--- src/design/tappc_pkg.sv ---
// Shared types, constants and saturation helpers of the three-axis PID position controller.
`default_nettype none

package tappc_pkg;

    // Field and register widths.
    localparam int FIELD_W      = 32;
    localparam int GAIN_W       = 31;
    localparam int TICK_W       = 17;
    localparam int PROD_W       = FIELD_W + GAIN_W;
    localparam int MUL_CNT_W    = 5;
    localparam int DRIVE_XY_W   = 16;
    localparam int DRIVE_TURN_W = 17;
    localparam int S_TDATA_W    = 5 * FIELD_W;
    localparam int M_TDATA_W    = 56;
    localparam int M_PAD_W      = M_TDATA_W - 2 * DRIVE_XY_W - DRIVE_TURN_W;
    localparam int ADDR_W       = 5;
    localparam int APB_DATA_W   = 32;

    // Register reset values.
    localparam logic [GAIN_W-1:0] KP_RESET      = 31'd131072;
    localparam logic [GAIN_W-1:0] KI_DT_RESET   = 31'd7;
    localparam logic [GAIN_W-1:0] KD_RATE_RESET = 31'd655360;
    localparam logic [TICK_W-1:0] TICK_RESET    = 17'd655;

    // Register indexes on the configuration port.
    typedef enum logic [2:0] {
        REG_KP_X,
        REG_KI_DT_X,
        REG_KD_RATE_X,
        REG_KP_Y,
        REG_KI_DT_Y,
        REG_KD_RATE_Y,
        REG_TICK_PERIOD
    } reg_idx_t;

    // Gains and tick period as seen by the datapath.
    typedef struct packed {
        logic [GAIN_W-1:0] kp_x;
        logic [GAIN_W-1:0] ki_dt_x;
        logic [GAIN_W-1:0] kd_rate_x;
        logic [GAIN_W-1:0] kp_y;
        logic [GAIN_W-1:0] ki_dt_y;
        logic [GAIN_W-1:0] kd_rate_y;
        logic [TICK_W-1:0] tick_period;
    } cfg_t;

    // Sequencer states.
    typedef enum logic [2:0] {
        ST_IDLE,
        ST_DEAD,
        ST_ERR,
        ST_LAUNCH,
        ST_PID,
        ST_HOLD
    } state_t;

    // Saturate a 64-bit signed value to the signed 32-bit range.
    function automatic logic signed [31:0] sat32(input logic signed [63:0] v);
        logic signed [31:0] r;
        if (v > 64'sh0000_0000_7FFF_FFFF) begin
            r = 32'sh7FFF_FFFF;
        end else if (v < -64'sh0000_0000_8000_0000) begin
            r = 32'sh8000_0000;
        end else begin
            r = v[31:0];
        end
        return r;
    endfunction

    // Clamp a 64-bit signed value to plus or minus a positive limit.
    function automatic logic signed [63:0] clamp_sym(input logic signed [63:0] v,
                                                     input logic signed [63:0] lim);
        logic signed [63:0] r;
        if (v > lim) begin
            r = lim;
        end else if (v < -lim) begin
            r = -lim;
        end else begin
            r = v;
        end
        return r;
    endfunction

endpackage

`default_nettype wire

--- src/design/tappc_cfg.sv ---
// APB register file holding the loop gains and the tick period.
`default_nettype none

module tappc_cfg (
    input  wire logic                                 aclk,
    input  wire logic                                 aresetn,
    input  wire logic                                 psel,
    input  wire logic                                 penable,
    input  wire logic                                 pwrite,
    input  wire logic [tappc_pkg::ADDR_W-1:0]         paddr,
    input  wire logic [tappc_pkg::APB_DATA_W-1:0]     pwdata,
    output logic      [tappc_pkg::APB_DATA_W-1:0]     prdata,
    output logic                                      pready,
    output tappc_pkg::cfg_t                           cfg
);

    tappc_pkg::cfg_t   cfg_reg;
    tappc_pkg::reg_idx_t idx;
    logic              wr_en;

    assign idx    = tappc_pkg::reg_idx_t'(paddr[tappc_pkg::ADDR_W-1:2]);
    assign wr_en  = psel && penable && pwrite;
    assign pready = 1'b1;

    // Register writes, masked to each register's width.
    always_ff @(posedge aclk) begin
        if (!aresetn) begin
            cfg_reg.kp_x        <= tappc_pkg::KP_RESET;
            cfg_reg.ki_dt_x     <= tappc_pkg::KI_DT_RESET;
            cfg_reg.kd_rate_x   <= tappc_pkg::KD_RATE_RESET;
            cfg_reg.kp_y        <= tappc_pkg::KP_RESET;
            cfg_reg.ki_dt_y     <= tappc_pkg::KI_DT_RESET;
            cfg_reg.kd_rate_y   <= tappc_pkg::KD_RATE_RESET;
            cfg_reg.tick_period <= tappc_pkg::TICK_RESET;
        end else if (wr_en) begin
            unique case (idx)
                tappc_pkg::REG_KP_X:        cfg_reg.kp_x      <= pwdata[tappc_pkg::GAIN_W-1:0];
                tappc_pkg::REG_KI_DT_X:     cfg_reg.ki_dt_x   <= pwdata[tappc_pkg::GAIN_W-1:0];
                tappc_pkg::REG_KD_RATE_X:   cfg_reg.kd_rate_x <= pwdata[tappc_pkg::GAIN_W-1:0];
                tappc_pkg::REG_KP_Y:        cfg_reg.kp_y      <= pwdata[tappc_pkg::GAIN_W-1:0];
                tappc_pkg::REG_KI_DT_Y:     cfg_reg.ki_dt_y   <= pwdata[tappc_pkg::GAIN_W-1:0];
                tappc_pkg::REG_KD_RATE_Y:   cfg_reg.kd_rate_y <= pwdata[tappc_pkg::GAIN_W-1:0];
                tappc_pkg::REG_TICK_PERIOD: cfg_reg.tick_period <= pwdata[tappc_pkg::TICK_W-1:0];
                default: ;
            endcase
        end
    end

    // Read-back mux.
    always_comb begin
        unique case (idx)
            tappc_pkg::REG_KP_X:        prdata = {1'b0, cfg_reg.kp_x};
            tappc_pkg::REG_KI_DT_X:     prdata = {1'b0, cfg_reg.ki_dt_x};
            tappc_pkg::REG_KD_RATE_X:   prdata = {1'b0, cfg_reg.kd_rate_x};
            tappc_pkg::REG_KP_Y:        prdata = {1'b0, cfg_reg.kp_y};
            tappc_pkg::REG_KI_DT_Y:     prdata = {1'b0, cfg_reg.ki_dt_y};
            tappc_pkg::REG_KD_RATE_Y:   prdata = {1'b0, cfg_reg.kd_rate_y};
            tappc_pkg::REG_TICK_PERIOD: prdata = {15'd0, cfg_reg.tick_period};
            default:                    prdata = '0;
        endcase
    end

    assign cfg = cfg_reg;

endmodule

`default_nettype wire

--- config.mk ---
export PLATFORM = sky130hd
export DESIGN_NAME = tappc_cfg
export DESIGN_NICKNAME = d
export VERILOG_FILES = /design/src/design/tappc_pkg.sv /design/src/design/tappc_cfg.sv
export SDC_FILE = /design/constraint.sdc
export NUM_CORES = 1
export LEC_CHECK = 0
export BUFFER_PORTS_ARGS = -buffer_cell sky130_fd_sc_hd__buf_2
export CAP_MARGIN = 30
export CELL_PAD_IN_SITES_DETAIL_PLACEMENT = 1
export CELL_PAD_IN_SITES_GLOBAL_PLACEMENT = 2
export CORE_UTILIZATION = 33
export CTS_CLUSTER_SIZE = 8
export DETAILED_ROUTE_END_ITERATION = 10
export HOLD_SLACK_MARGIN = 0.12
export MAX_ROUTING_LAYER = met4
export PLACE_DENSITY = 0.84
export SYNTH_ARGS = -nofsm -noshare
export SYNTH_HDL_FRONTEND = slang
export SYNTH_SLANG_ARGS = --single-unit
--- constraint.sdc ---
create_clock -name aclk -period 4.5 [get_ports aclk]
set_input_delay 0.9 -clock aclk [delete_from_list [all_inputs] [get_ports aclk]]
set_output_delay 0.9 -clock aclk [all_outputs]
set_load 0.02 [all_outputs]
Word level (Yosys, flattened, before mapping)
Index checks and enable logic that the tools add are counted.
- input bits: 42
- output and inout port bits: 236
- register bits: 203
- word-level logic and storage cells: 24
- reduce and logical (&&, ||, !) cells: 10
- equality and inequality tests: 6
- multiplexer cells: 1
- operators by type and width (operator ; number):
    $pmux 31 s7 ; 1
    $reduce_and 2->1 ; 7
    $eq 3x3->1 const B ; 3
    $eq 3x2->1 const B ; 2
    $eq 3x1->1 const B ; 1
    $logic_not 3->1 ; 1
    $logic_and 1x1->1 ; 2

Longest topological paths before layout
- word-level depth: 3
- depth in mapped cells: 7
- mapped depth without buffers: 3

Least setup slack after synthesis
Ideal clock, no wire load.
- path kind: input port to output port
- start: input paddr[3] (netlist name)
- end: output prdata[14] (netlist name)
- arrival time: 2236 ps
- path slack: 1364 ps
- stages: 6
- data required time: 3600 ps
- path buffers: 3
- cells stage by stage: buf_6 -> nand2b_4 -> buf_6 -> buf_2 -> o221a_2 -> a221oi_1
- word-level cells in the longest chain between the ends: 2
- elaborated cells on any way between the ends: 8
- classes of those cells: 6 x eq/ne; 1 x mux; 1 x reduce/logical
- ends and longest elaborated chain (what ; line ; RTL):
    from (decl) ; tappc_cfg.sv:10 ; input wire logic [tappc_pkg::ADDR_W-1:0] paddr,
    $eq 3x3->1, or another cell as far along ; tappc_cfg.sv:51 ; unique case (idx)
    $pmux 31 s7 (*) ; tappc_cfg.sv:51 ;
    to (decl) ; tappc_cfg.sv:12 ; output logic [tappc_pkg::APB_DATA_W-1:0] prdata,
Mark *: on every way between the ends. The rest lies on a longest branch, timed or not.

Final worst setup path
- start: input paddr[4] (netlist name)
- end: output prdata[16] (netlist name)
The elaborated chain is that of the path after synthesis.

==> out/results.tsv <==
metric	value	unit
status	complete, no violations	
arrival	2.70	ns
grt_use_total	0.231	
synth-seq-cells	203	
synth_compound_area_frac	0.0932	
worstPathRequired	3.60	ns
finalCriticalPeriod	3.60	ns
gr-total-overflow	0	
postLayoutCellArea	11500	sq um
antenna_found_initial	3	
timing.rr.start	cfg[129]$_SDFFE_PN1P_	
slew_viol_final	0	
worst-setup-path-type	in -> out	
synth_area	9100	sq um
core_area	27000	sq um
path_clk_slew	0.05	ns
synthMuxAreaShare	0.287	
clock_skew	0	ns
synth_top_cell_area_share	0.447	
routabilityCongestion	0.795	
yosys-top-cells-area	dfxtp_1 45%, mux2i_1 28%, nand2_1 9.1%, o211ai_1 1.5%, buf_6 1.5%	
syn_avg_cell_area	9.90	sq um
drt_drc_violations_left	0	
drt_iter0_drc	348	
grt_pass1_vias	8237	
post_cts_buffers	0	
start_util	0.337	
cts_buffers	29	
fp.dieArea	28200	sq um
synthToLayoutAreaGrowth	26.1	%
cp-startpoint	paddr[4]	
synthXorXnorAreaFrac	0	
hold_class	reg -> reg	
yosysSeqAreaShare	0.447	
final_nets	1207	
ctsResizeCount	0	
hold_viol	0	
die_w	168	um
cts.sinks	203	
cts.path.max_buffers	3	
cts.root.buffer_cell	clkbuf_16	
wl_per_cell	21.5	um
critPathCaptureType	output port	
syn_nets	961	
fin_setup_tns	0	ns
critical_path_peak_fanout	20	
grt_pass1_wl	49100	um
synthSimpleGateAreaFrac	0.116	
ys_types	34	
setup_violations	0	
synth_largest_area_cell	dfxtp_1	
largest_reg_flops	203	
synthAdderAreaFrac	0	
synthCells	919	
drv_cap	0	
critPathMaxStageDelay	0.67	ns
post-route-period-util	0.801	
ios	278	
io_buffers	272	
worst_path_most_repeated_cell	buf_2	
vias	7905	
ys.warnings.count	0	
start_kind	primary input	
p_leak	5.59	nW
holdBufCountCts	0	
viasPerCell	5.24	
ant_nets	0	
routed_wl	32500	um
slowest_stage	and3b_1	
drive_gt1_frac	0.305	
fp-row-count	60	
powerDensity	351	nW/um^2
relSlewSlack	0.337	
die_h	168	um
clk_latency	0.52	ns
cts_htree_levels	1	
grt_max_degree	79	
cp_cell_sequence	buf_2 > and3b_1 > a22oi_1 > o211ai_1 > buf_2	
rsz0062_at_grt	no	
fmax	278	MHz
synth_top_family_by_area	multiplexers	
drtPass1Iterations	4	
place_area	10700	sq um
worstHoldStart	cfg[138]$_SDFFE_PN0P_	
vdd_drop_max	231	uV
dp_hpwl	21900	um
tightest_slew	0.992	ns
tritoncts	done	
## critical path: cells and delay by family
family	cells	cell delay [ns]
AO/OA/AOI/OAI	2	0.42
buffers and inverters	2	0.70
AND/OR/NAND/NOR	1	0.67
## power breakdown
group	internal, mW	switching, mW	leakage [nW]
sequential	1.82	0.0117	1.64
combinational	0.0949	0.207	3.58
clock	1.15	0.747	0.373
## synth_stat cells, drive strengths merged
cell type	instances
nand2b	5
a221oi	8
o211ai	18
mux2i	251
and4b	1
o22a	8
nand4b	1
conb	2
nor2b	10
inv	16
o22ai	3
a2bb2oi	9
nor2	4
nor3b	1
and3b	2
buf	46
dfxtp	203
nand4	1
a32oi	9
clkbuf	34
nand3	1
o311ai	6
a22oi	15
nand2	220
o221ai	3
mux2	9
o21ai	23
or2	2
o221a	8
## path summary, 6_finish.rpt
kind | slack [ns] | end | cells after the start
worst max register to register | 3.76 | cfg[129]$_SDFFE_PN1P_ | 2
worst min register to register | 0.47 | cfg[138]$_SDFFE_PN0P_ | 2
worst min-delay path | 0.47 | cfg[138]$_SDFFE_PN0P_ | 2
worst max-delay path | 0.90 | prdata[16] | 5
## placed cells by master (no fill, tap or decap), types with 2 or more instances in the layout
master,count
and3b_1,2
a32oi_1,9
o221a_2,8
buf_12,5
a22oi_1,15
nand2_1,220
inv_1,16
buf_4,19
o21ai_0,23
conb_1,2
diode_2,3
buf_2,269
nand2b_4,2
a2bb2oi_1,9
clkbuf_8,2
clkbuf_16,29
nand2b_1,2
mux2_2,9
a221oi_1,8
o221ai_1,3
mux2i_1,251
o211ai_1,18
o22a_1,8
nor2_4,2
o311ai_0,6
nor2b_1,9
o22ai_1,3
dfxtp_1,203
## cell families (layout without fill, tap and decap cells)
logic type	after synthesis	count (layout)
buf+inv	96	343
compound gates	110	110
simple gates	248	248
other cells	2	5
mux	260	260
flops	203	203
## routing by layer
| layer | part of all wire | GRT usage |
|---|---|---|
| met3 | 0.061 | 0.0470 |
| met5 | 0 | - |
| met2 | 0.48 | 0.393 |
| met4 | 0.021 | 0.0565 |
| met1 | 0.44 | 0.279 |
## cell type report
class                   instances  area (sq um)
clock buffers                  32           757
fillers                      3170         15500
flip-flops and latches        203          4060
repair buffers                295          1620
multi-input cells             620          4550
well taps                     341           427
diodes                          3          7.51
inverters                      16          60.1
## through the flow
stage	setup WS, ns	std cells	utilization	hold slack (ns)	power [mW]
global route	0.837	1510	0.425	0.492	4.18
finish	0.898	1510	0.425	0.471	4.03
CTS	0.920	1507	0.425	0.473	4.09
floorplan	1.36	919	-	0.542	2.05
detailed placement	0.932	1475	0.397	0.464	2.17
global placement	0.846	1474	0.396	0.455	2.16
Power figures use the tool's default switching activity.
