File: src/design/tappc_pkg.sv
// Shared types, constants and saturation helpers of the three-axis PID position controller.
`default_nettype none

package tappc_pkg;

    // Field and register widths.
    localparam int FIELD_W      = 32;
    localparam int GAIN_W       = 31;
    localparam int TICK_W       = 17;
    localparam int PROD_W       = FIELD_W + GAIN_W;
    localparam int MUL_CNT_W    = 5;
    localparam int DRIVE_XY_W   = 16;
    localparam int DRIVE_TURN_W = 17;
    localparam int S_TDATA_W    = 5 * FIELD_W;
    localparam int M_TDATA_W    = 56;
    localparam int M_PAD_W      = M_TDATA_W - 2 * DRIVE_XY_W - DRIVE_TURN_W;
    localparam int ADDR_W       = 5;
    localparam int APB_DATA_W   = 32;

    // Register reset values.
    localparam logic [GAIN_W-1:0] KP_RESET      = 31'd131072;
    localparam logic [GAIN_W-1:0] KI_DT_RESET   = 31'd7;
    localparam logic [GAIN_W-1:0] KD_RATE_RESET = 31'd655360;
    localparam logic [TICK_W-1:0] TICK_RESET    = 17'd655;

    // Register indexes on the configuration port.
    typedef enum logic [2:0] {
        REG_KP_X,
        REG_KI_DT_X,
        REG_KD_RATE_X,
        REG_KP_Y,
        REG_KI_DT_Y,
        REG_KD_RATE_Y,
        REG_TICK_PERIOD
    } reg_idx_t;

    // Gains and tick period as seen by the datapath.
    typedef struct packed {
        logic [GAIN_W-1:0] kp_x;
        logic [GAIN_W-1:0] ki_dt_x;
        logic [GAIN_W-1:0] kd_rate_x;
        logic [GAIN_W-1:0] kp_y;
        logic [GAIN_W-1:0] ki_dt_y;
        logic [GAIN_W-1:0] kd_rate_y;
        logic [TICK_W-1:0] tick_period;
    } cfg_t;

    // Sequencer states.
    typedef enum logic [2:0] {
        ST_IDLE,
        ST_DEAD,
        ST_ERR,
        ST_LAUNCH,
        ST_PID,
        ST_HOLD
    } state_t;

    // Saturate a 64-bit signed value to the signed 32-bit range.
    function automatic logic signed [31:0] sat32(input logic signed [63:0] v);
        logic signed [31:0] r;
        if (v > 64'sh0000_0000_7FFF_FFFF) begin
            r = 32'sh7FFF_FFFF;
        end else if (v < -64'sh0000_0000_8000_0000) begin
            r = 32'sh8000_0000;
        end else begin
            r = v[31:0];
        end
        return r;
    endfunction

    // Clamp a 64-bit signed value to plus or minus a positive limit.
    function automatic logic signed [63:0] clamp_sym(input logic signed [63:0] v,
                                                     input logic signed [63:0] lim);
        logic signed [63:0] r;
        if (v > lim) begin
            r = lim;
        end else if (v < -lim) begin
            r = -lim;
        end else begin
            r = v;
        end
        return r;
    endfunction

endpackage

`default_nettype wire

File: src/design/tappc_ser_mul.sv
// Bit-serial shift-add multiplier: signed 32-bit operand times unsigned 31-bit gain.
`default_nettype none

module tappc_ser_mul (
    input  wire logic                                  aclk,
    input  wire logic                                  aresetn,
    input  wire logic                                  start,
    input  wire logic signed [tappc_pkg::FIELD_W-1:0]  a,
    input  wire logic        [tappc_pkg::GAIN_W-1:0]   b,
    output logic                                       done,
    output logic signed [tappc_pkg::PROD_W-1:0]        product
);

    localparam int HI_W = tappc_pkg::FIELD_W + 2;
    localparam logic [tappc_pkg::MUL_CNT_W-1:0] LAST_STEP =
        tappc_pkg::MUL_CNT_W'(tappc_pkg::GAIN_W - 1);

    logic signed [tappc_pkg::FIELD_W-1:0] a_reg;
    logic        [tappc_pkg::GAIN_W-1:0]  b_reg;
    logic signed [HI_W-1:0]               hi_reg;
    logic        [tappc_pkg::GAIN_W-1:0]  lo_reg;
    logic        [tappc_pkg::MUL_CNT_W-1:0] cnt_reg;
    logic                                 busy_reg;
    logic                                 done_reg;

    logic signed [HI_W-1:0] addend;
    logic signed [HI_W-1:0] sum;

    // One multiplier bit per cycle, least significant first.
    always_comb begin
        addend = b_reg[0] ? {{2{a_reg[tappc_pkg::FIELD_W-1]}}, a_reg} : '0;
        sum    = hi_reg + addend;
    end

    // Control: busy for one step per gain bit, then a one-cycle done pulse.
    always_ff @(posedge aclk) begin
        if (!aresetn) begin
            busy_reg <= 1'b0;
            done_reg <= 1'b0;
        end else begin
            done_reg <= busy_reg && (cnt_reg == LAST_STEP);
            if (start) begin
                busy_reg <= 1'b1;
            end else if (busy_reg && (cnt_reg == LAST_STEP)) begin
                busy_reg <= 1'b0;
            end
        end
    end

    // Partial product shifts right; its low bits collect in lo_reg.
    always_ff @(posedge aclk) begin
        if (start) begin
            a_reg   <= a;
            b_reg   <= b;
            hi_reg  <= '0;
            lo_reg  <= '0;
            cnt_reg <= '0;
        end else if (busy_reg) begin
            hi_reg  <= {sum[HI_W-1], sum[HI_W-1:1]};
            lo_reg  <= {sum[0], lo_reg[tappc_pkg::GAIN_W-1:1]};
            b_reg   <= {1'b0, b_reg[tappc_pkg::GAIN_W-1:1]};
            cnt_reg <= cnt_reg + 1'b1;
        end
    end

    assign done    = done_reg;
    assign product = {hi_reg[tappc_pkg::FIELD_W-1:0], lo_reg};

endmodule

`default_nettype wire

File: config.mk
export PLATFORM = sky130hd
export DESIGN_NAME = tappc_ser_mul
export DESIGN_NICKNAME = d
export VERILOG_FILES = /design/src/design/tappc_pkg.sv /design/src/design/tappc_ser_mul.sv
export SDC_FILE = /design/constraint.sdc
export NUM_CORES = 1
export LEC_CHECK = 0
export ABC_CLOCK_PERIOD_IN_PS = 9110
export BUFFER_PORTS_ARGS = -buffer_cell sky130_fd_sc_hd__buf_4
export CAP_MARGIN = 20
export CORE_ASPECT_RATIO = 1.2
export CORE_MARGIN = 8
export CORE_UTILIZATION = 55
export CTS_CLUSTER_SIZE = 24
export DETAILED_ROUTE_END_ITERATION = 10
export GPL_ROUTABILITY_DRIVEN = 0
export HOLD_SLACK_MARGIN = 0.12
export PLACE_DENSITY_LB_ADDON = 0.1
export SYNTH_ARGS = -nofsm -noshare
export SYNTH_HDL_FRONTEND = slang
export SYNTH_SLANG_ARGS = --single-unit
File: constraint.sdc
create_clock -name aclk -period 9.11 [get_ports aclk]
set_clock_uncertainty 0.15 [all_clocks]
set_input_delay 1.822 -clock aclk [delete_from_list [all_inputs] [get_ports aclk]]
set_output_delay 1.822 -clock aclk [all_outputs]
set_load 0.01 [all_outputs]
After elaboration in Yosys (flattened, before gate mapping)
Cells that the tools add are included.
Operators by class
  add/subtract/negate cells: 2
  multipliers: 0
  divide/modulo/power cells: 0
  order comparisons: 0
  equal/unequal tests: 1
  shift operators: 0
  mux-type cells: 5
  bitwise logic cells: 0
  reduce and logical (&&, ||, !) cells: 3
Operators with widths (number)
  $mux W31: 2
  $add A33 B34 Y34: 1
  $mux W34: 1
  $add A5 B1 Y5 const B: 1
  $eq A5 B5 Y1 const B: 1
  $reduce_bool A2 Y1: 2
  $mux W1: 2
  $logic_and A1 B1 Y1: 1
Word-level totals
  bits in registers: 134
  bits in latches: 0
  memory bits (writable): 0
  ROM bits: 0
  bits of input ports: 66
  output and inout port bits: 64
  logic and storage cells: 18
  memories kept: 0

Longest topological paths before layout
  word-level depth: 4
  depth in mapped cells: 12
  gate-level depth less buffers: 12

Least setup slack after synthesis
No wires, ideal clock.
  kind: input to register
  start: in start
  end: reg b_reg[0] (netlist name) (enable)
  library setup time: 0.386 ns
  arrival time: 3.004 ns
  required time: 8.574 ns
  slack: 5.571 ns
  cell stages on the path: 4
  path buffers: 2
  cells stage by stage: clkbuf_1 > nor2_1 > clkbuf_1 > inv_1
Between the ends
  cells in the longest elaborated chain, start to end: 1
RTL lines
  start, declared: line tappc_ser_mul.sv:7  | input wire logic start,
  $reduce_bool A2 Y1 (no source line)
  end signal, assigned: line tappc_ser_mul.sv:61  | b_reg <= {1'b0, b_reg[tappc_pkg::GAIN_W-1:1]};
  end, declared: line tappc_ser_mul.sv:19  | logic [tappc_pkg::GAIN_W-1:0] b_reg;
No other way between the ends.
A chain may end at the register's enable or synchronous reset.

Worst setup path after layout
  start: reg b_reg[0] (netlist name)
  end: reg hi_reg[27]
Between the ends
  cells in the longest elaborated chain, start to end: 2
RTL lines
  $mux W34: line tappc_ser_mul.sv:31  | addend = b_reg[0] ? {{2{a_reg[tappc_pkg::FIELD_W-1]}}, a_reg} : '0;
  $add A33 B34 Y34: line tappc_ser_mul.sv:32  | sum = hi_reg + addend;
  end signal, assigned: line tappc_ser_mul.sv:59  | hi_reg <= {sum[HI_W-1], sum[HI_W-1:1]};
  end, declared: line tappc_ser_mul.sv:20  | logic signed [HI_W-1:0] hi_reg;
No other way between the ends.

==> impl_metrics.ini <==
[outcome]
status = finished, final reports clean

[synthesis]
syn_avg_cell_area_um2 = 10.6
ys_seq_area_frac = 0.483
yosysTopAreaCell = edfxtp_1
synth_most_common_cell = nor2_1
synthFlopType = dfxtp_1
ys_ff_latch = 134
synth_edf_count = 63
yosysUniqueCellTypes = 54
synthTopCellsByArea = edfxtp_1, dfxtp_1, mux2i_1, ha_1, mux2_2
synth-async-reset-ratio = 0
yosysWarningCount = 0
syn_area_um2 = 6870
synth_top_area_share = 0.276
netlist_top_cells_count = nor2_1, dfxtp_1, edfxtp_1
syn-num-nets = 747
synthCells = 645

[hold_path]
hold_end = hi_reg[24]
min_from = hi_reg[24]
hold_path.class = reg2reg
hold_path_depth = 2

[final_layout]
post-route-util = 0.683
area_growth_pct = 21.1
fillers = 940
final_cell_area_um2 = 8310
largest_reg_flops = 33
multi_input_area_um2 = 3160
seq_area_um2 = 3320
drive_above_1_share = 0.270
layout.nets = 837
antenna_cells = 0

[clock_tree]
cts_sinks = 134
root_buffer = clkbuf_16
htreeDepth = 4
cts.reportedPaths.clkPinSlew_ps = 60
clockBufferDepth = 2
clk_latency_ps = 420
cts_tree = done
post-cts-setup-buffers = 0
postCtsHoldBufs = 0
cts_resized = 0
cts_made_buffers = 17

[critical_path]
cp_top_family = compound AO/OA/AOI/OAI gates
endpoint_kind = register
path_buf_inv = 1
timing.rr.end = hi_reg[27]
worstPathMaxFanout = 32
path_class = reg2reg
worstSetupStartpoint = b_reg[0]
start_kind = register
worstPathRequired_ps = 9270
reg2reg_depth = 12
cpPeakStageDelay_ps = 920
crit_chain = and2_1 -> ha_1 -> inv_1 -> fa_1 -> nand2b_1 -> a21oi_1 -> o211ai_1 -> o211ai_1 -> a41o_1 -> a41oi_1 -> and3_1 -> a211o_1
ff2ff_setup_slack_ps = 5230
crit_path_top_delay_cell = edfxtp_1
r2r-start = b_reg[0]
cpMostUsedCell = o211ai_1
cp_data_arrival_time_ps = 4040

[die]
initial_core_util = 0.564
die_area_um2 = 16300
die_h_um = 138
die_w_um = 118
core_um2 = 12200
row_count = 44
io_pins = 130

[placement]
dp_hpwl_um = 10500
dpl_worst_slack_ps = 4830
placed_area_um2 = 7700
port_buffers = 129

[sta]
hold_viol_final = 0
slew_viol_final = 0
setup_violations = 0
max_slew.worst_pin.slew_ps = 934
fin_ws_ps = 5230
slew_headroom = 0.377
tns_ps = 0
fin_crit_ps = 3880
fin_crit_sh = 0.426
fmax_ghz = 0.258
rsz0062_at_grt = false

[drt]
drcViolationCount = 0
drt_iter0_markers = 278
drtAntennaViolNets = 0
first_pass_iters = 4
vias = 4977
avgViaCountPerCell = 5.48
wire_per_inst_um = 16.2
drt-total-wl_um = 14700

[flow_run]
cap_violations = 0

[grt]
grt_max_degree = 74
grt_antenna_before_repair = 0
grt-ovfl-total = 0
grt_pass1_wl_um = 24700
grt_use_total = 0.184
grt_pass1_vias = 5219

[power]
power_density_nw_per_um2 = 193
cellLeakagePower_nw = 3.61
max-vdd-ir-drop_mv = 0.139
## cells by family after synthesis
family,Yosys count,share of synthesized area
mux,76,0.116
simple gates,178,0.120
fa+ha+maj,36,0.0667
compound gates,118,0.116
buf+inv,70,0.0572
flops,134,0.483
xor+xnor,33,0.0421
## worst reg2reg max path, delay by kind of cell (launching register included)
| kind | cells | cell delay [ps] |
|---|---|---|
| AOI/OAI and AO/OA | 6 | 1400 |
| and+or+nand+nor | 3 | 630 |
| adders and majority gates | 2 | 590 |
| DFF | 1 | 920 |
| buffers and inverters | 1 | 70 |
## report_power, final
| part | switching, mW | internal (mW) | total (mW) |
|---|---|---|---|
| logic | 0.117 | 0.114 | 0.231 |
| registers | 0.0316 | 0.676 | 0.708 |
| clock network | 0.265 | 0.400 | 0.665 |
| total | 0.413 | 1.19 | 1.60 |
## how the worst max path moves through the flow
stage               slack [ps]    endpoint  depth (start not counted)
floorplan                 5570    b_reg[0]                          4
global placement          4500   b_reg[28]                          3
detailed placement        4830   b_reg[23]                          4
CTS                       5160  hi_reg[27]                         12
global route              4840  hi_reg[27]                         12
finish                    5230  hi_reg[27]                         12
## layout make-up
type / instances / area share
Inverter: 9 / 0.00406
Clock inverter: 11 / 0.00978
Tap cell: 161 / 0.0242
Multi-Input combinational cell: 441 / 0.380
Clock buffer: 21 / 0.0607
Sequential cell: 134 / 0.399
Timing Repair Buffer: 132 / 0.122
## placed cells by master (no fill, tap or decap), drive strengths merged, types with 3 or more instances in the layout
cell	count
inv	15
nand2	36
ha	35
nand2b	5
nor2b	4
dfxtp	71
nand4	7
a21o	17
clkinv	5
clkbuf	21
o21ai	27
a21oi	31
mux2	30
buf	132
nor3	4
nor2	77
a21boi	3
xnor2	13
a31oi	3
mux2i	46
o21a	3
xor2	20
nand3	9
edfxtp	63
a211oi	9
o211ai	7
and2	33
## per-stage QoR
step,hold slack [ps],cells,power (mW)
3_5_place_dp,318,876,0.950
6_report,320,909,1.60
3_3_place_gp,310,875,0.943
2_1_floorplan,293,645,0.884
4_1_cts,324,908,1.62
5_1_grt,339,909,1.68
## routing by layer
metal | wire length (µm) | vias up | global-route usage
met2 | 7350 | 136 | 0.309
met3 | 910 | 15 | 0.0640
met5 | 0 | - | 0
li1 | - | 2458 | -
met1 | 6240 | 2368 | 0.208
met4 | 233 | 0 | 0.0764
No activity file was read; power rests on OpenSTA's default activity.
