--- src/design/tappc_pkg.sv ---
// Shared types, constants and saturation helpers of the three-axis PID position controller.
`default_nettype none

package tappc_pkg;

    // Field and register widths.
    localparam int FIELD_W      = 32;
    localparam int GAIN_W       = 31;
    localparam int TICK_W       = 17;
    localparam int PROD_W       = FIELD_W + GAIN_W;
    localparam int MUL_CNT_W    = 5;
    localparam int DRIVE_XY_W   = 16;
    localparam int DRIVE_TURN_W = 17;
    localparam int S_TDATA_W    = 5 * FIELD_W;
    localparam int M_TDATA_W    = 56;
    localparam int M_PAD_W      = M_TDATA_W - 2 * DRIVE_XY_W - DRIVE_TURN_W;
    localparam int ADDR_W       = 5;
    localparam int APB_DATA_W   = 32;

    // Register reset values.
    localparam logic [GAIN_W-1:0] KP_RESET      = 31'd131072;
    localparam logic [GAIN_W-1:0] KI_DT_RESET   = 31'd7;
    localparam logic [GAIN_W-1:0] KD_RATE_RESET = 31'd655360;
    localparam logic [TICK_W-1:0] TICK_RESET    = 17'd655;

    // Register indexes on the configuration port.
    typedef enum logic [2:0] {
        REG_KP_X,
        REG_KI_DT_X,
        REG_KD_RATE_X,
        REG_KP_Y,
        REG_KI_DT_Y,
        REG_KD_RATE_Y,
        REG_TICK_PERIOD
    } reg_idx_t;

    // Gains and tick period as seen by the datapath.
    typedef struct packed {
        logic [GAIN_W-1:0] kp_x;
        logic [GAIN_W-1:0] ki_dt_x;
        logic [GAIN_W-1:0] kd_rate_x;
        logic [GAIN_W-1:0] kp_y;
        logic [GAIN_W-1:0] ki_dt_y;
        logic [GAIN_W-1:0] kd_rate_y;
        logic [TICK_W-1:0] tick_period;
    } cfg_t;

    // Sequencer states.
    typedef enum logic [2:0] {
        ST_IDLE,
        ST_DEAD,
        ST_ERR,
        ST_LAUNCH,
        ST_PID,
        ST_HOLD
    } state_t;

    // Saturate a 64-bit signed value to the signed 32-bit range.
    function automatic logic signed [31:0] sat32(input logic signed [63:0] v);
        logic signed [31:0] r;
        if (v > 64'sh0000_0000_7FFF_FFFF) begin
            r = 32'sh7FFF_FFFF;
        end else if (v < -64'sh0000_0000_8000_0000) begin
            r = 32'sh8000_0000;
        end else begin
            r = v[31:0];
        end
        return r;
    endfunction

    // Clamp a 64-bit signed value to plus or minus a positive limit.
    function automatic logic signed [63:0] clamp_sym(input logic signed [63:0] v,
                                                     input logic signed [63:0] lim);
        logic signed [63:0] r;
        if (v > lim) begin
            r = lim;
        end else if (v < -lim) begin
            r = -lim;
        end else begin
            r = v;
        end
        return r;
    endfunction

endpackage

`default_nettype wire

--- src/design/tappc_ser_mul.sv ---
// Bit-serial shift-add multiplier: signed 32-bit operand times unsigned 31-bit gain.
`default_nettype none

module tappc_ser_mul (
    input  wire logic                                  aclk,
    input  wire logic                                  aresetn,
    input  wire logic                                  start,
    input  wire logic signed [tappc_pkg::FIELD_W-1:0]  a,
    input  wire logic        [tappc_pkg::GAIN_W-1:0]   b,
    output logic                                       done,
    output logic signed [tappc_pkg::PROD_W-1:0]        product
);

    localparam int HI_W = tappc_pkg::FIELD_W + 2;
    localparam logic [tappc_pkg::MUL_CNT_W-1:0] LAST_STEP =
        tappc_pkg::MUL_CNT_W'(tappc_pkg::GAIN_W - 1);

    logic signed [tappc_pkg::FIELD_W-1:0] a_reg;
    logic        [tappc_pkg::GAIN_W-1:0]  b_reg;
    logic signed [HI_W-1:0]               hi_reg;
    logic        [tappc_pkg::GAIN_W-1:0]  lo_reg;
    logic        [tappc_pkg::MUL_CNT_W-1:0] cnt_reg;
    logic                                 busy_reg;
    logic                                 done_reg;

    logic signed [HI_W-1:0] addend;
    logic signed [HI_W-1:0] sum;

    // One multiplier bit per cycle, least significant first.
    always_comb begin
        addend = b_reg[0] ? {{2{a_reg[tappc_pkg::FIELD_W-1]}}, a_reg} : '0;
        sum    = hi_reg + addend;
    end

    // Control: busy for one step per gain bit, then a one-cycle done pulse.
    always_ff @(posedge aclk) begin
        if (!aresetn) begin
            busy_reg <= 1'b0;
            done_reg <= 1'b0;
        end else begin
            done_reg <= busy_reg && (cnt_reg == LAST_STEP);
            if (start) begin
                busy_reg <= 1'b1;
            end else if (busy_reg && (cnt_reg == LAST_STEP)) begin
                busy_reg <= 1'b0;
            end
        end
    end

    // Partial product shifts right; its low bits collect in lo_reg.
    always_ff @(posedge aclk) begin
        if (start) begin
            a_reg   <= a;
            b_reg   <= b;
            hi_reg  <= '0;
            lo_reg  <= '0;
            cnt_reg <= '0;
        end else if (busy_reg) begin
            hi_reg  <= {sum[HI_W-1], sum[HI_W-1:1]};
            lo_reg  <= {sum[0], lo_reg[tappc_pkg::GAIN_W-1:1]};
            b_reg   <= {1'b0, b_reg[tappc_pkg::GAIN_W-1:1]};
            cnt_reg <= cnt_reg + 1'b1;
        end
    end

    assign done    = done_reg;
    assign product = {hi_reg[tappc_pkg::FIELD_W-1:0], lo_reg};

endmodule

`default_nettype wire

--- src/design/tappc_axis.sv ---
// One PID loop: three serial multipliers, integral clamp, output clamp and deadband.
`default_nettype none

module tappc_axis #(
    parameter int FRAC_BITS = 16,
    parameter int OUT_LIM   = 19661,
    parameter int INTEG_LIM = 16384,
    parameter int DEAD_BAND = 983
) (
    input  wire logic                                  aclk,
    input  wire logic                                  aresetn,
    input  wire logic                                  start,
    input  wire logic signed [tappc_pkg::FIELD_W-1:0]  err,
    input  wire logic        [tappc_pkg::GAIN_W-1:0]   kp,
    input  wire logic        [tappc_pkg::GAIN_W-1:0]   ki,
    input  wire logic        [tappc_pkg::GAIN_W-1:0]   kd,
    output logic                                       done,
    output logic signed [tappc_pkg::FIELD_W-1:0]       out
);

    localparam logic signed [63:0] OUT_LIM_S   = 64'(OUT_LIM);
    localparam logic signed [63:0] INTEG_LIM_S = 64'(INTEG_LIM);
    localparam logic signed [31:0] DEAD_BAND_S = 32'(DEAD_BAND);

    logic signed [31:0] integ_reg;
    logic signed [31:0] last_err_reg;
    logic               db_reg;
    logic signed [31:0] i1_reg;
    logic signed [63:0] pd_reg;
    logic               s1_reg;
    logic               done_reg;
    logic signed [31:0] out_reg;

    logic signed [31:0] diff;
    logic               in_band;
    logic               kp_done;
    logic               ki_done;
    logic               kd_done;
    logic               mul_done;
    logic signed [tappc_pkg::PROD_W-1:0] kp_prod;
    logic signed [tappc_pkg::PROD_W-1:0] ki_prod;
    logic signed [tappc_pkg::PROD_W-1:0] kd_prod;
    logic signed [63:0] kp_term;
    logic signed [63:0] ki_term;
    logic signed [63:0] kd_term;
    logic signed [63:0] i1_next;
    logic signed [63:0] out_next;

    // Derivative difference and deadband test on the incoming error.
    always_comb begin
        diff    = tappc_pkg::sat32(64'(err) - 64'(last_err_reg));
        in_band = (err > -DEAD_BAND_S) && (err < DEAD_BAND_S);
    end

    tappc_ser_mul u_mul_kp (
        .aclk(aclk), .aresetn(aresetn), .start(start),
        .a(err), .b(kp), .done(kp_done), .product(kp_prod)
    );

    tappc_ser_mul u_mul_ki (
        .aclk(aclk), .aresetn(aresetn), .start(start),
        .a(err), .b(ki), .done(ki_done), .product(ki_prod)
    );

    tappc_ser_mul u_mul_kd (
        .aclk(aclk), .aresetn(aresetn), .start(start),
        .a(diff), .b(kd), .done(kd_done), .product(kd_prod)
    );

    // The three products share one start and finish in the same cycle.
    assign mul_done = kp_done && ki_done && kd_done;

    // Floor-scaled terms and the two finishing stages.
    always_comb begin
        kp_term  = 64'(kp_prod) >>> FRAC_BITS;
        ki_term  = 64'(ki_prod) >>> FRAC_BITS;
        kd_term  = 64'(kd_prod) >>> FRAC_BITS;
        i1_next  = tappc_pkg::clamp_sym(64'(integ_reg) + ki_term, INTEG_LIM_S);
        out_next = tappc_pkg::clamp_sym(pd_reg + 64'(i1_reg), OUT_LIM_S);
    end

    // Loop state and stage control.
    always_ff @(posedge aclk) begin
        if (!aresetn) begin
            integ_reg    <= '0;
            last_err_reg <= '0;
            s1_reg       <= 1'b0;
            done_reg     <= 1'b0;
        end else begin
            s1_reg   <= mul_done;
            done_reg <= s1_reg;
            if (start) begin
                last_err_reg <= err;
            end
            if (s1_reg) begin
                integ_reg <= db_reg ? 32'sd0 : i1_reg;
            end
        end
    end

    // Payload of the finishing stages.
    always_ff @(posedge aclk) begin
        if (start) begin
            db_reg <= in_band;
        end
        if (mul_done) begin
            i1_reg <= i1_next[31:0];
            pd_reg <= kp_term + kd_term;
        end
        if (s1_reg) begin
            out_reg <= db_reg ? 32'sd0 : out_next[31:0];
        end
    end

    assign done = done_reg;
    assign out  = out_reg;

endmodule

`default_nettype wire

--- config.mk ---
export PLATFORM = sky130hd
export DESIGN_NAME = tappc_axis
export DESIGN_NICKNAME = d
export VERILOG_FILES = /design/src/design/tappc_pkg.sv /design/src/design/tappc_ser_mul.sv /design/src/design/tappc_axis.sv
export SDC_FILE = /design/constraint.sdc
export NUM_CORES = 1
export LEC_CHECK = 0
export BUFFER_PORTS_ARGS = -buffer_cell sky130_fd_sc_hd__buf_2
export CAP_MARGIN = 10
export CELL_PAD_IN_SITES_DETAIL_PLACEMENT = 0
export CELL_PAD_IN_SITES_GLOBAL_PLACEMENT = 1
export CORE_MARGIN = 4
export CORE_UTILIZATION = 45
export DETAILED_ROUTE_END_ITERATION = 8
export GPL_TIMING_DRIVEN = 0
export PLACE_DENSITY_LB_ADDON = 0.1
export SLEW_MARGIN = 25
export SYNTH_ARGS = -nofsm -noshare
export SYNTH_HDL_FRONTEND = slang
export SYNTH_SLANG_ARGS = --single-unit
--- constraint.sdc ---
create_clock -name aclk -period 5.8 [get_ports aclk]
set_input_delay 1.45 -clock aclk [delete_from_list [all_inputs] [get_ports aclk]]
set_output_delay 1.45 -clock aclk [all_outputs]
set_load 0.03 [all_outputs]
### Word-level counts from Yosys, hierarchy flattened

Cells that the tools add are included.

* bits in registers: 565
* bits in latches: 0
* RAM bits: 0
* memory bits (read-only): 0
* bits of input ports: 128
* output and inout bits: 33
* memories kept: 0

* $add $sub $neg: 10
* $mul: 0
* div/mod/pow operators: 0
* $lt $le $gt $ge: 8
* equal/unequal tests: 3
* shift-type cells: 0
* mux-type cells: 20
* bitwise operators: 0
* reduce and logical (&&, ||, !) cells: 14

Operator list (count)
* $mux 31: 6
* $mux 32: 4
* $add 33x34->34: 3
* $mux 34: 3
* $add 64x32->64: 1
* $gt 64x16->1 const B: 1
* $lt 64x16->1 const B: 1
* $add 32x47->48: 1
* $add 47x47->48: 1
* $gt 48x16->1 const B: 1
* $lt 48x15->1 const B: 1
* $gt 33x32->1 const B: 1
* $lt 33x32->1 const B: 1
* $sub 32x32->33: 1
* $gt 32x11->1 const B: 1
* $lt 32x11->1 const B: 1
* $add 5x1->5 const B: 3
* $eq 5x5->1 const B: 3
* $mux 15: 1
* $reduce_bool 2->1: 6
* $logic_and 1x1->1: 6
* $mux 1: 6
* $reduce_or 2->1: 2

### Longest topological paths before layout

Gate-level depths: netlist (run 1).

* depth in word-level cells: 4
* gate-level depth with buffers: 17
* depth with buffers taken out: 16

### Hierarchy

From an unflattened synthesis (run 1), not the netlist that was laid out.

* cells, all modules: 4143
* area, all modules: 39066.2 sq um

By module, submodules not included
* tappc_ser_mul: instances 3, cells an instance 677, area each 7033.0 sq um, sequential area each 3313.2 sq um
* tappc_axis: instances 1, cells an instance 2112, area each 17967.2 sq um, sequential area each 4714.5 sq um

### Worst setup path before layout (run 1)

Ideal clock, no wire load.

* path type: in2reg
* from: in err[0] in the netlist's numbering
* to: reg u_mul_kd.a_reg[15] in the netlist's numbering (data pin)
* setup time: 0.271 ns
* data arrival time: 4.467 ns
* path slack: 1.062 ns
* stages on the path: 16
* path buffers: 1
* cell sequence: inv_1 ha_1 inv_1 fa_1 a21o_1 a21oi_1 nand2b_1 a211oi_1 o41ai_1 a21oi_1 a41oi_1 o21ai_0 a21boi_1 nor2_1 clkbuf_1 o21ai_0

* cells in the longest elaborated chain, start to end: 3
* elaborated cells between the ends (all ways): 4
* those cells by class: add/sub (1); order compare (2); mux (1)

RTL lines
* start, declared: RTL line tappc_axis.sv:13 `input wire logic signed [tappc_pkg::FIELD_W-1:0] err,`
* $sub 32x32->33 *: RTL line tappc_axis.sv:51 `diff = tappc_pkg::sat32(64'(err) - 64'(last_err_reg));`
* $lt 33x32->1: RTL line tappc_pkg.sv:63 `end else if (v < -64'sh0000_0000_8000_0000) begin`
* $mux 32: RTL line tappc_pkg.sv:63
* end signal, assigned: RTL line tappc_ser_mul.sv:53 `a_reg <= a;`
* end, declared: RTL line tappc_ser_mul.sv:18 `logic signed [tappc_pkg::FIELD_W-1:0] a_reg;`

Every way passes the cells marked *; elsewhere a longest branch is shown, timed or not.
A chain may end at the register's enable or synchronous reset.

### Worst setup path after layout (run 1)

* from: in err[0] in the netlist's numbering
* to: reg u_mul_kd.a_reg[30] in the netlist's numbering (data pin)

The elaborated chain is that of the path after synthesis.

==> impl_metrics.yaml, run 1 <==
critical_path:
  max_stage_delay_ps: 580
  r2r_end: "out[11]"
  critPathLaunchType: "input pin"
  arrival_ps: 5790
  worstSetupStartpoint: "err[0]"
  r2r_start: "i1_reg[31]"
  crit_path_top_delay_cell: "o41ai_1"
  endpoint_kind: "flop"
  crit_path_frequent_cell: "a21oi_1"
  r2r_slack_ps: 610
  r2r_cells: 14
  cp-endpoint: "u_mul_kd.a_reg[30]"
  critical_path_class: "input pin to flop"
  cp_max_fo: 10
  cp.required_ps: 6160
  path_cells: "buf_2 > inv_1 > ha_1 > inv_1 > fa_1 > a21o_1 > a21oi_1 > nand2b_1 > a211oi_1 > o41ai_1 > a21oi_1 > a41oi_1 > o21ai_0 > a21boi_1 > nor2_1 > clkbuf_1 > a21oi_1"
logic_synthesis:
  muxShareOfSynthArea_pct: 7.21
  synth-compound-area-share_pct: 19.3
  synthFlopType: "edfxtp_1"
  synth_nets: 4067
  post_synth_xor_area_fraction_pct: 5.75
  synth-seq-area-share_pct: 37.2
  netlist_area_um2: 34300
  synthSimpleGateAreaFrac_pct: 17.1
  synth_top_family_by_area: "compound AO/OA/AOI/OAI gates"
  synth_cells: 3653
  syn_avg_cell_area_um2: 9.38
  synth_edf_count: 270
  synth_warnings: 0
  synthAdderAreaFrac_pct: 10.7
  synthArstFlopShare_pct: 0
  synth_cell_types: 94
  ys_seq_elements: 501
detailed_routing:
  dr.pass1.iters: 5
  avgRoutedWirePerCell_um: 20.0
  wl_um: 97900
  viasPerCell: 5.66
  vias: 27700
  drcViolationCount: 0
  drt_iter0_drc: 1681
  ant_nets: 0
layout:
  largest_register_ffs: 48
  multiInputGateArea_um2: 20600
  areaGrowthSynthToFinish_pct: 12.1
  seqCellArea_um2: 12700
  fill_cells: 7141
  finalInstanceArea_um2: 38400
  drive_gt1_share_pct: 10.5
  final_nets: 4288
  antenna_cells: 0
grt:
  grt_use_met1_pct: 32.8
  grt_max_degree: 68
  antenna_found_initial: 2
  met2_usage_pct: 39.7
  top_usage_layer: "met2"
  grt-ovfl-total: 0
  grt_pass1_wl_um: 153000
  grt_use_total_pct: 23.5
  use_met3_pct: 2.46
  grt_pass1_vias: 26600
power:
  leakagePower_uw: 0.0160
  ir_drop_mv: 0.232
  power.total_uw: 9810
  power_density_nw_per_um2: 255
sta:
  max_freq_mhz: 184
  fin_skew_ps: 70.8
  layout_min_cycle_time_ps: 5430
  rsz0062_at_grt: "no"
  setup_violations: 0
  tightest_slew_ps: 1070
  fin_crit_sh_pct: 93.6
  drv_slew: 0
  slew_headroom_pct: 28.9
  hold_viol_final: 0
clock_network:
  cts.clk_slew.worst_paths_ps: 60
  clock_path_buffers: 3
  cts_hold_buf: 0
  clkLatencyLatePin_ps: 660
  root_buffer: "clkbuf_16"
  cts.repair.resized: 0
  cts_setup_buffers: 0
  cts_tree: "yes"
  numCtsBuffers: 58
  h-tree-depth: 2
  clock_sinks: 501
placement:
  dp_hpwl_um: 77600
  gp_congestion: 0.872
  port_buffers: 159
  place_area_um2: 36300
floorplan:
  ioPinCount: 161
  core_um2: 74900
  fp-row-count: 100
  initial_core_util_pct: 45.7
  die_h_um: 284
  die-area_um2: 80600
  fp.dieW_um: 284
run:
  maxCapViolCount: 0
min_path:
  hold_path_class: "flop to flop"
  hp-start: "u_mul_kd.cnt_reg[4]"
status:
  status: "finished clean"
[cells in the final DEF (no fill, tap or decap), drive strengths merged, types with 13 or more instances in the layout]
cell type and n:
nor3 66, clkinv 23, and3 23, and2 126
o22ai 14, xnor2 140, a31oi 33, a22o 18
clkbuf 176, mux2 96, mux2i 139, xor2 85
o31a 13, inv 126, nor2 328, o31ai 21
o21a 46, or3 24, nor2b 131, nand2b 38
nand2 198, edfxtp 270, o21bai 38, nand3 63
o21ai 177, o211ai 22, ha 279, a211oi 48
and4 16, buf 185, a21oi 307, dfxtp 231
nor4 28, a21o 121, nand4 57
[critical path: cells and delay by family]
family                     cells  cell delay [ps]
adders and majority gates      2              550
buffers and inverters          4              730
AOI/OAI and AO/OA              9             2290
and+or+nand+nor                2              760
[per-stage QoR]
stage	utilization [%]	hold slack [ps]	worst slack [ps]	setup TNS, ps	instances
2_1_floorplan	-	462	1060	0	3653
3_3_place_gp	48.4	484	-199	-2610	4781
3_5_place_dp	48.5	493	-227	-3150	4783
4_1_cts	51.3	501	459	0	4893
5_1_grt	51.3	511	102	0	4893
6_report	51.3	497	372	0	4893
[cell families (layout without fill, tap and decap cells)]
| kind of cell | count (synthesis) | count (layout) |
|---|---|---|
| mux | 235 | 235 |
| simple gates | 1148 | 1148 |
| flops | 501 | 501 |
| buf+inv | 248 | 519 |
| fa+ha+maj | 290 | 290 |
| compound gates | 1006 | 1006 |
| xor+xnor | 225 | 225 |
[synthesized netlist by cell type (all sizes together) (18+ instances only)]
cell type  count  area, um2
mux2i        139       1390
or3           24        150
o21a          46        345
nor4          28        181
a211oi        48        365
edfxtp       270       8110
mux2          96       1080
a21o         121        908
nand2b        38        238
nand4         57        357
o31ai         21        158
nor3          66        340
clkbuf       100        377
nand2        198        743
and3          23        144
a31oi         33        206
a21oi        307       1570
o211ai        22        165
and2         126        788
xnor2        140       1230
dfxtp        231       4620
o21ai        177        890
nor2         328       1230
ha           279       3490
buf           24        105
inv          124        465
o21bai        38        285
nand3         63        315
a22o          18        158
nor2b        131        820
xor2          85        744
[layer usage]
metal  vias up  routed length, um
met1     13100              47000
met2       524              45500
met4         0               1990
met5         -                  0
li1      14000                  -
met3       100               3440
[area by class of cell]
type | instances | share of cell area (%)
Sequential cell | 501 | 33.1
Multi-Input combinational cell | 2904 | 53.6
Clock inverter | 34 | 1.13
Inverter | 124 | 1.21
Clock buffer | 76 | 4.31
Timing Repair Buffer | 161 | 2.20
Buffer | 124 | 1.26
Tap cell | 969 | 3.16
[how the worst min path moves through the flow]
stage,endpoint,slack (ps),depth (start not counted)
final,u_mul_kd.done,500,2
after CTS,u_mul_kp.done,500,2
after floorplan,u_mul_kd.hi_reg[27],460,2
after global placement,u_mul_kd.lo_reg[16],480,2
after detailed placement,u_mul_kd.done,490,2
after global routing,u_mul_kp.done,510,2
[power breakdown]
| part | leakage [uW] | internal, uW | switching, uW |
|---|---|---|---|
| sequential | 0.00448 | 4000 | 169 |
| clock | 0.00103 | 2340 | 1600 |
| combinational | 0.0105 | 713 | 981 |
(Power assumes the default switching activity.)
==> inputs of run 2 (changes only) <==
--- a/config.mk
+++ b/config.mk
@@ -5,7 +5,7 @@
 export SDC_FILE = /design/constraint.sdc
 export NUM_CORES = 1
 export LEC_CHECK = 0
-export BUFFER_PORTS_ARGS = -buffer_cell sky130_fd_sc_hd__buf_2
+export BUFFER_PORTS_ARGS = -buffer_cell sky130_fd_sc_hd__buf_4
 export CAP_MARGIN = 10
 export CELL_PAD_IN_SITES_DETAIL_PLACEMENT = 0
 export CELL_PAD_IN_SITES_GLOBAL_PLACEMENT = 1
==> run 2 against run 1 <==
  * Sequential share of layout area shrank 0.27 points
  * Setup slack improved by 180 ps
  * Non-clock buffer count is the same
==> impl_metrics.yaml, run 2 (synthesized netlist as in run 1, its figures left out) <==
status:
  status: "finished clean"
clock_network:
  cts_tree: "yes"
  clkLatencyLatePin_ps: 660
  cts_hold_buf: 0
  root_buffer: "clkbuf_16"
  cts.clk_slew.worst_paths_ps: 60
  numCtsBuffers: 57
  cts.repair.resized: 0
  clock_sinks: 501
  clock_path_buffers: 3
  h-tree-depth: 2
  cts_setup_buffers: 0
grt:
  grt_max_degree: 68
  met2_usage_pct: 38.5
  top_usage_layer: "met2"
  antenna_found_initial: 1
  grt_use_total_pct: 23.4
  use_met3_pct: 3.03
  grt_use_met1_pct: 32.6
  grt_pass1_vias: 26400
  grt-ovfl-total: 0
  grt_pass1_wl_um: 151000
critical_path:
  critPathLaunchType: "input pin"
  cp_max_fo: 10
  arrival_ps: 5610
  endpoint_kind: "flop"
  critical_path_class: "input pin to flop"
  cp.required_ps: 6170
floorplan:
  die-area_um2: 80600
  initial_core_util_pct: 45.7
  core_um2: 74900
  ioPinCount: 161
  fp-row-count: 100
  die_h_um: 284
  fp.dieW_um: 284
layout:
  fin_util_pct: 51.7
  final_cells: 4891
  drive_gt1_share_pct: 10.3
  final_nets: 4287
  areaGrowthSynthToFinish_pct: 13.1
  antenna_cells: 0
  final_cell_mix: "328 x nor2_1, 298 x a21oi_1, 279 x ha_1"
  largest_register_ffs: 48
  layout_commonest_cell: "nor2_1"
placement:
  port_buffers: 159
  place_ws_ps: -208
  placedCellCount: 4783
  dp_hpwl_um: 77700
  gp_congestion: 0.899
sta:
  timing.final.ws_setup_ps: 556
  hold_viol_final: 0
  holdWs_ps: 499
  setup_violations: 0
  fin_crit_sh_pct: 90.4
  slew_headroom_pct: 22.6
  drv_slew: 0
  rsz0062_at_grt: "no"
  tightest_slew_ps: 1160
  max_freq_mhz: 191
  layout_min_cycle_time_ps: 5240
  fin_skew_ps: 59.5
detailed_routing:
  drt_iter0_drc: 1728
  ant_nets: 0
  avgRoutedWirePerCell_um: 19.9
  vias: 27600
  viasPerCell: 5.64
  wl_um: 97500
  drcViolationCount: 0
  dr.pass1.iters: 7
power:
  leakagePower_uw: 0.0161
  ir_drop_mv: 0.201
  power_density_nw_per_um2: 251
  power.total_uw: 9710
run:
  maxCapViolCount: 0
min_path:
  hold_path_class: "flop to flop"
==> run 2: cell types whose count changed in the layout (fill, tap and decap cells not counted), sizes merged <==
cell / previous run / this run
clkinv: 23 / 16
clkinvlp: 2 / 5
inv: 126 / 128
==> run 2: cell type report <==
| cell class | count | area [um2] |
|---|---|---|
| clock inverter | 32 | 445 |
| buffer | 124 | 483 |
| multi-input combinational | 2904 | 20600 |
| timing repair buffer | 161 | 1240 |
| fill | 7122 | 36200 |
| inverter | 124 | 465 |
| sequential | 501 | 12700 |
| clock buffer | 76 | 1570 |
| tap | 969 | 1210 |
==> run 2: power by group <==
group / switching [uW] / leakage (uW) / internal [uW]
registers: 166 / 0.00448 / 4000
logic: 975 / 0.0106 / 736
clock network: 1590 / 0.000962 / 2240
==> run 2: stage by stage <==
step / TNS, ps / cell area (um2)
5_1_grt: 0 / 38700
2_1_floorplan: 0 / 34300
3_3_place_gp: -1080 / 36700
6_report: 0 / 38700
4_1_cts: 0 / 38700
3_5_place_dp: -2420 / 36700
==> run 2: layer usage <==
layer / wire, um / share of wire, %
met5: 0 / 0
met4: 2580 / 2.6
met3: 4330 / 4.4
met2: 44200 / 45
met1: 46400 / 48
==> run 2: path summary, 6_finish.rpt <==
check	from	endpoint	slack, ps	cells after the start
max	err[0]	u_mul_kd.a_reg[24]	560	17
min	u_mul_ki.hi_reg[32]	u_mul_ki.hi_reg[32]	500	2
max reg2reg	i1_reg[31]	out[10]	590	14
min reg2reg	u_mul_ki.hi_reg[32]	u_mul_ki.hi_reg[32]	500	2
==> run 2: worst max-delay path: stages <==
cell      delay, ps
buf_4           150
inv_1            60
ha_1            160
inv_1            60
fa_1            390
a21o_1          170
a21oi_1         210
nand2b_1        180
a211oi_1        100
o41ai_1         580
a21oi_1         250
a41oi_1         390
o21ai_0         110
a21boi_1        260
nor2_1          490
clkbuf_1        400
o21ai_0         180
